**src/hw/rtl/ttw_pkg.sv**
```systemverilog
package ttw_pkg;

  // Screen geometry
  localparam int COLUMNS = 80;
  localparam int ROWS    = 25;
  localparam int CELLS   = COLUMNS * ROWS;
  localparam int KEEP    = CELLS - COLUMNS;

  localparam int ADDR_W  = $clog2(CELLS);
  localparam int CNT_W   = $clog2(CELLS + 1);
  localparam int COL_W   = $clog2(COLUMNS);
  localparam int ROW_W   = $clog2(ROWS);
  localparam int MUL_W   = ADDR_W + 7;

  // Character and attribute codes
  localparam logic [7:0] LINE_FEED   = 8'd10;
  localparam logic [7:0] BLANK_CHAR  = 8'h20;
  localparam logic [7:0] RESET_COLOR = 8'h0F;

  // Opcodes
  localparam logic [2:0] OP_PUT     = 3'd0;
  localparam logic [2:0] OP_COLOR   = 3'd1;
  localparam logic [2:0] OP_RECOLOR = 3'd2;
  localparam logic [2:0] OP_CLEAR   = 3'd3;
  localparam logic [2:0] OP_READ    = 3'd4;
  localparam logic [2:0] OP_WRITE   = 3'd5;

  // What a full-screen pass writes into each cell
  typedef enum logic [1:0] {
    SW_CLEAR,
    SW_RECOLOR,
    SW_SCROLL
  } sweep_mode_e;

  typedef struct packed {
    logic [2:0] opcode;
    logic [7:0] char_code;
    logic [7:0] color_value;
    logic [6:0] cell_column;
    logic [5:0] cell_row;
  } in_item_t;

  typedef struct packed {
    logic [7:0] read_char;
    logic [7:0] read_color;
    logic [6:0] cursor_column_out;
    logic [4:0] cursor_row_out;
  } out_item_t;

  // Screen store access: one write and one read per cycle
  typedef struct packed {
    logic              we;
    logic [ADDR_W-1:0] waddr;
    logic [15:0]       wdata;
    logic              re;
    logic [ADDR_W-1:0] raddr;
  } mem_req_t;

endpackage

```
**src/hw/rtl/ttw_ctrl.sv**
```systemverilog
module ttw_ctrl (
  input  logic                clk_i,
  input  logic                rst_ni,
  input  logic                in_valid_i,
  output logic                in_ready_o,
  input  ttw_pkg::in_item_t   in_item_i,
  input  logic                slot_free_i,
  output logic                res_valid_o,
  output ttw_pkg::out_item_t  res_o,
  output ttw_pkg::mem_req_t   mem_req_o,
  input  logic [15:0]         mem_rdata_i
);

  localparam logic [2:0] S_IDLE   = 3'd0;
  localparam logic [2:0] S_EXEC   = 3'd1;
  localparam logic [2:0] S_RDWAIT = 3'd2;
  localparam logic [2:0] S_SWEEP  = 3'd3;
  localparam logic [2:0] S_DONE   = 3'd4;

  logic [2:0]                   state_q, state_d;
  ttw_pkg::in_item_t            item_q, item_d;
  logic [ttw_pkg::COL_W-1:0]    col_q, col_d;
  logic [ttw_pkg::ROW_W-1:0]    row_q, row_d;
  logic [7:0]                   color_q, color_d;
  ttw_pkg::sweep_mode_e         mode_q, mode_d;
  logic [ttw_pkg::CNT_W-1:0]    cnt_q, cnt_d;
  logic                         boot_q, boot_d;
  logic                         pend_valid_q, pend_valid_d;
  logic [ttw_pkg::ADDR_W-1:0]   pend_addr_q, pend_addr_d;
  logic                         pend_blank_q, pend_blank_d;
  logic [7:0]                   rd_char_q, rd_char_d;
  logic [7:0]                   rd_color_q, rd_color_d;

  logic                         use_cursor;
  logic [5:0]                   a_row;
  logic [6:0]                   a_col;
  logic [ttw_pkg::MUL_W-1:0]    prod;
  logic [ttw_pkg::ADDR_W-1:0]   cell_addr;
  logic                         in_range;
  logic                         new_line;
  logic [ttw_pkg::ADDR_W-1:0]   sweep_addr;
  logic [15:0]                  sweep_wdata;
  logic [5:0]                   row_wide;

  // Shared address unit: row * COLUMNS + column, from the cursor or the item
  assign use_cursor = (item_q.opcode == ttw_pkg::OP_PUT);
  assign a_row      = use_cursor ? 6'(row_q) : item_q.cell_row;
  assign a_col      = use_cursor ? 7'(col_q) : item_q.cell_column;
  assign prod       = ttw_pkg::MUL_W'(a_row) * ttw_pkg::MUL_W'(ttw_pkg::COLUMNS)
                    + ttw_pkg::MUL_W'(a_col);
  assign cell_addr  = prod[ttw_pkg::ADDR_W-1:0];
  assign in_range   = (32'(item_q.cell_column) < ttw_pkg::COLUMNS) &&
                      (32'(item_q.cell_row) < ttw_pkg::ROWS);

  assign new_line   = (item_q.char_code == ttw_pkg::LINE_FEED) ||
                      (col_q == ttw_pkg::COL_W'(ttw_pkg::COLUMNS - 1));

  assign sweep_addr = cnt_q[ttw_pkg::ADDR_W-1:0];

  // Data for the trailing write of a full-screen pass
  always_comb begin
    if (pend_blank_q) begin
      sweep_wdata = {color_q, ttw_pkg::BLANK_CHAR};
    end else if (mode_q == ttw_pkg::SW_RECOLOR) begin
      sweep_wdata = {color_q, mem_rdata_i[7:0]};
    end else begin
      sweep_wdata = mem_rdata_i;
    end
  end

  // Sequencer
  always_comb begin
    state_d      = state_q;
    item_d       = item_q;
    col_d        = col_q;
    row_d        = row_q;
    color_d      = color_q;
    mode_d       = mode_q;
    cnt_d        = cnt_q;
    boot_d       = boot_q;
    pend_valid_d = 1'b0;
    pend_addr_d  = pend_addr_q;
    pend_blank_d = pend_blank_q;
    rd_char_d    = rd_char_q;
    rd_color_d   = rd_color_q;
    mem_req_o    = '0;

    // Write back the cell visited in the previous cycle of a pass (read data or blank)
    if (pend_valid_q) begin
      mem_req_o.we    = 1'b1;
      mem_req_o.waddr = pend_addr_q;
      mem_req_o.wdata = sweep_wdata;
    end

    unique case (state_q)
      S_IDLE: begin
        if (in_valid_i) begin
          item_d  = in_item_i;
          state_d = S_EXEC;
        end
      end

      S_EXEC: begin
        rd_char_d  = '0;
        rd_color_d = '0;
        state_d    = S_DONE;
        unique case (item_q.opcode)
          ttw_pkg::OP_PUT: begin
            if (item_q.char_code != ttw_pkg::LINE_FEED) begin
              mem_req_o.we    = 1'b1;
              mem_req_o.waddr = cell_addr;
              mem_req_o.wdata = {color_q, item_q.char_code};
            end
            if (new_line) begin
              col_d = '0;
              if (32'(row_q) >= ttw_pkg::ROWS - 1) begin
                mode_d  = ttw_pkg::SW_SCROLL;
                cnt_d   = '0;
                state_d = S_SWEEP;
              end else begin
                row_d = row_q + 1'b1;
              end
            end else begin
              col_d = col_q + 1'b1;
            end
          end
          ttw_pkg::OP_COLOR: begin
            color_d = item_q.color_value;
          end
          ttw_pkg::OP_RECOLOR: begin
            color_d = item_q.color_value;
            mode_d  = ttw_pkg::SW_RECOLOR;
            cnt_d   = '0;
            state_d = S_SWEEP;
          end
          ttw_pkg::OP_CLEAR: begin
            col_d   = '0;
            row_d   = '0;
            mode_d  = ttw_pkg::SW_CLEAR;
            cnt_d   = '0;
            state_d = S_SWEEP;
          end
          ttw_pkg::OP_READ: begin
            if (in_range) begin
              mem_req_o.re    = 1'b1;
              mem_req_o.raddr = cell_addr;
              state_d         = S_RDWAIT;
            end
          end
          ttw_pkg::OP_WRITE: begin
            if (in_range) begin
              mem_req_o.we    = 1'b1;
              mem_req_o.waddr = cell_addr;
              mem_req_o.wdata = {item_q.color_value, item_q.char_code};
            end
          end
          default: begin
          end
        endcase
      end

      S_RDWAIT: begin
        rd_char_d  = mem_rdata_i[7:0];
        rd_color_d = mem_rdata_i[15:8];
        state_d    = S_DONE;
      end

      // Walk every cell: read now where the mode needs it, write next cycle
      S_SWEEP: begin
        if (cnt_q < ttw_pkg::CNT_W'(ttw_pkg::CELLS)) begin
          pend_valid_d = 1'b1;
          pend_addr_d  = sweep_addr;
          cnt_d        = cnt_q + 1'b1;
          unique case (mode_q)
            ttw_pkg::SW_CLEAR: begin
              pend_blank_d = 1'b1;
            end
            ttw_pkg::SW_RECOLOR: begin
              pend_blank_d    = 1'b0;
              mem_req_o.re    = 1'b1;
              mem_req_o.raddr = sweep_addr;
            end
            ttw_pkg::SW_SCROLL: begin
              if (cnt_q < ttw_pkg::CNT_W'(ttw_pkg::KEEP)) begin
                pend_blank_d    = 1'b0;
                mem_req_o.re    = 1'b1;
                mem_req_o.raddr = sweep_addr + ttw_pkg::ADDR_W'(ttw_pkg::COLUMNS);
              end else begin
                pend_blank_d = 1'b1;
              end
            end
            default: begin
              pend_blank_d = 1'b1;
            end
          endcase
        end else begin
          boot_d  = 1'b0;
          state_d = boot_q ? S_IDLE : S_DONE;
        end
      end

      S_DONE: begin
        if (slot_free_i) begin
          state_d = S_IDLE;
        end
      end

      default: begin
        state_d = S_IDLE;
      end
    endcase
  end

  // Control state; reset starts the blanking pass
  always_ff @(posedge clk_i or negedge rst_ni) begin
    if (!rst_ni) begin
      state_q      <= S_SWEEP;
      col_q        <= '0;
      row_q        <= '0;
      color_q      <= ttw_pkg::RESET_COLOR;
      mode_q       <= ttw_pkg::SW_CLEAR;
      cnt_q        <= '0;
      boot_q       <= 1'b1;
      pend_valid_q <= 1'b0;
    end else begin
      state_q      <= state_d;
      col_q        <= col_d;
      row_q        <= row_d;
      color_q      <= color_d;
      mode_q       <= mode_d;
      cnt_q        <= cnt_d;
      boot_q       <= boot_d;
      pend_valid_q <= pend_valid_d;
    end
  end

  // Payload registers
  always_ff @(posedge clk_i) begin
    item_q       <= item_d;
    pend_addr_q  <= pend_addr_d;
    pend_blank_q <= pend_blank_d;
    rd_char_q    <= rd_char_d;
    rd_color_q   <= rd_color_d;
  end

  assign row_wide    = 6'(row_q);
  assign in_ready_o  = (state_q == S_IDLE);
  assign res_valid_o = (state_q == S_DONE);

  always_comb begin
    res_o                   = '0;
    res_o.read_char         = rd_char_q;
    res_o.read_color        = rd_color_q;
    res_o.cursor_column_out = 7'(col_q);
    res_o.cursor_row_out    = row_wide[4:0];
  end

endmodule

```
**config.mk**
```make
export PLATFORM = sky130hd
export DESIGN_NAME = ttw_ctrl
export DESIGN_NICKNAME = d
export VERILOG_FILES = /design/src/hw/rtl/ttw_pkg.sv /design/src/hw/rtl/ttw_ctrl.sv
export SDC_FILE = /design/constraint.sdc
export NUM_CORES = 1
export LEC_CHECK = 0
export ABC_AREA = 1
export BUFFER_PORTS_ARGS = -buffer_cell sky130_fd_sc_hd__buf_2
export CAP_MARGIN = 40
export CORE_MARGIN = 8
export CORE_UTILIZATION = 25
export CTS_CLUSTER_SIZE = 28
export DETAILED_ROUTE_END_ITERATION = 10
export SLEW_MARGIN = 20
export SYNTH_ARGS = -nofsm -noshare
export SYNTH_HDL_FRONTEND = slang
export SYNTH_SLANG_ARGS = --single-unit
```
**constraint.sdc**
```tcl
create_clock -name clk_i -period 3.08 [get_ports clk_i]
set_clock_uncertainty 0.2 [all_clocks]
set_input_delay 0.616 -clock clk_i [delete_from_list [all_inputs] [get_ports clk_i]]
set_output_delay 0.616 -clock clk_i [all_outputs]
set_load 0.01 [all_outputs]
```
==> impl_metrics.toml <==
[place]
dp_cells = 1078
gp_congestion = 0.856
portBuffers = 121
place_area_mm2 = 0.00674
dp_hpwl_um = 13100
pre_cts_ws_ps = -263

[worst_setup_path]
start_kind = "flop"
crit_path_max_fanout = 6
r2r_setup_slack_ps = 740
cpPeakStageDelay_ps = 430
path_buf_inv = 3
crit_type = "reg2out"
cp.required_ps = 2260
cp_common_cell = "nand2_2"
slowest_stage = "edfxtp_1"
cp_top_family = "simple AND/OR/NAND/NOR gates"
critPathArrivalTime_ps = 2850
end_kind = "output port"
worstPathCellList = "inv_4 -> nand3_4 -> nand2_2 -> nand2_2 -> ha_4 -> ha_4 -> inv_2 -> fa_2 -> xnor2_4 -> nand2_1 -> nand2_1 -> nand2_1 -> nand2_2 -> nand3_1 -> nand2_2 -> buf_6"

[sta]
slew_headroom_pct = 54.7
min_period_ps = 3660
fmax_mhz = 273
rsz0062_at_grt = "true"
hold_viol = 0
worstMarginPinSlew_ps = 677
setup_viol = 12
post-route-worst-setup-slack_ps = -583
finalCritPeriodShare_pct = 119
finalMaxSlewViolations = 0
hold_ws_ps = 230

[grt]
grt_max_degree = 33
grt_pass1_vias = 4828
grt_pass1_wl_um = 25700
antenna_found_initial = 0
grt_overflow = 0
grt_use_total_pct = 12.3

[final_layout]
n_antenna_cell = 0
fin_area_mm2 = 0.00747
layout_common_cells = "nand2_1 (126), buf_2 (117), inv_1 (92)"
fin_nets = 892
fillCellCount = 2280
area_growth_pct = 34.4
layout_commonest_cell = "nand2_1"
layout-drive-gt1-share_pct = 32.6
instances_no_fill = 1106

[min_path]
hold_path_class = "in2reg"

[logic_synthesis]
syn_inst = 655
synth_seq_area_share_pct = 49.7
avgSynthCellArea_um2 = 8.49
synth_cell_type_count = 43
yosysTopAreaCell = "edfxtp_1"
ys_ff_latch = 98
synth_fp_nets = 726
yosysTopAreaCellShare_pct = 32.4
ys_top_cells_by_area = "edfxtp_1 (32%), dfrtp_1 (14%), nand2_1 (9.5%)"
synth_area_mm2 = 0.00556
yosysWarnings = 0

[pwr]
p_per_area_mw_per_mm2 = 743
vdd_drop_max_mv = 0.285
p_leak_uw = 0.00346
power.total_uw = 5550

[cts]
cts.sinks = 98
clock_latency_ps = 360
numCtsBuffers = 9
cts_max_level = 3
clock_path_buffers = 2
cts_tree = "done"
cts.reportedPaths.clkPinSlew_ps = 70
cts_root_buffer = "clkbuf_16"

[route]
wl_per_cell_um = 15.5
wirelength_um = 17100
initialDrtViolationCount = 276
drcViolationCount = 0
vias = 4901
postRouteAntennaNets = 0
viasPerCell = 4.43
dr.pass1.iters = 4

[run]
maxCapViolCount = 0

[status]
outcome = "complete, but fails checks"
violations = "negative setup slack"

[floorplanning]
die_height_um = 165
num_rows = 54
die_area_mm2 = 0.0273
pin_count = 122
die_w_um = 165
start_util_pct = 25.5
design.core.area_mm2 = 0.0218
-- metrics by stage --
stage | util [%] | setup TNS, ps
final | 34.2 | -5000
after global routing | 34.2 | -6420
after CTS | 32.9 | -5180
after detailed placement | 30.9 | -1910
after global placement | 30.9 | -1450
after floorplan | - | -944
-- power by group --
part / internal, uW / switching, uW / total [uW]
logic: 959 / 1520 / 2480
clock network: 557 / 532 / 1090
registers: 1820 / 163 / 1980
total: 3340 / 2220 / 5550
-- layer usage --
| layer | routed length [um] | vias up | share of wire, % | GRT usage (%) |
|---|---|---|---|---|
| li1 | - | 2493 | - | - |
| met1 | 7590 | 2261 | 44 | 15.4 |
| met2 | 7820 | 123 | 46 | 20.0 |
| met3 | 1220 | 24 | 7.1 | 2.60 |
| met4 | 495 | 0 | 2.9 | 5.77 |
| met5 | 0 | - | 0 | 0 |
-- timing repair --
item,CTS,global route
hold endpoints to repair,4,0
buffers inserted,2,8
setup endpoints to repair,26,30
hold buffers,1,0
pin swaps,12,15
resized for setup,30,50
gates cloned,1,1
-- area by class of cell --
class / instances / area (um2) / area share [%]
multi-input cells: 443 / 2670 / 35.7
clock inverters: 7 / 53.8 / 0.720
well taps: 280 / 350 / 4.69
flip-flops and latches: 98 / 2760 / 36.9
clock buffers: 9 / 225 / 3.01
inverters: 101 / 384 / 5.14
repair buffers: 168 / 1030 / 13.8
-- cell families (layout without fill, tap and decap cells) --
group | Yosys count | count (layout) | synth area share [%]
DFF | 98 | 98 | 49.7
AOI/OAI and AO/OA | 116 | 116 | 11.4
adders and majority gates | 19 | 19 | 4.55
and+or+nand+nor | 292 | 293 | 23.6
buffers and inverters | 115 | 285 | 8.44
xor gates and xnor gates | 15 | 15 | 2.36
-- synth_stat cells (all sizes together) --
library cell / instances
o211ai: 3
a21oi: 15
clkinv: 2
a21boi: 2
nor2: 69
o31ai: 1
nand4: 2
dfrtp: 31
nand3b: 1
edfxtp: 60
o22ai: 13
nand2: 148
xnor2: 4
dfstp: 7
a21o: 1
nor3: 12
fa: 2
clkbuf: 4
nand3: 57
xor2: 11
buf: 10
or2: 1
nand2b: 1
and3: 1
inv: 99
a22oi: 1
ha: 17
o21ai: 80
-- path summary, 6_finish.rpt --
kind,from,endpoint,cells past startpoint
worst max register to register,state_q[1],rd_char_q[5],5
max in group asynchronous,rst_ni,state_q[1],3
min in group asynchronous,rst_ni,color_q[4],2
worst min-delay path,in_item_i[9],item_q[9],1
worst min register to register,boot_q,boot_q,2
worst max-delay path,item_q[30],mem_req_o[10],16
-- flip-flops by register name, summed over array words and instances (netlist names) --
| register | count |
|---|---|
| boot_q | 1 |
| cnt_q | 11 |
| col_q | 7 |
| color_q | 8 |
| item_q | 32 |
| mode_q | 2 |
| pend_addr_q | 11 |
| pend_blank_q | 1 |
| pend_valid_q | 1 |
| rd_char_q | 8 |
| rd_color_q | 8 |
| row_q | 5 |
| state_q | 3 |
Note: power is estimated with default switching activity, not from simulation.
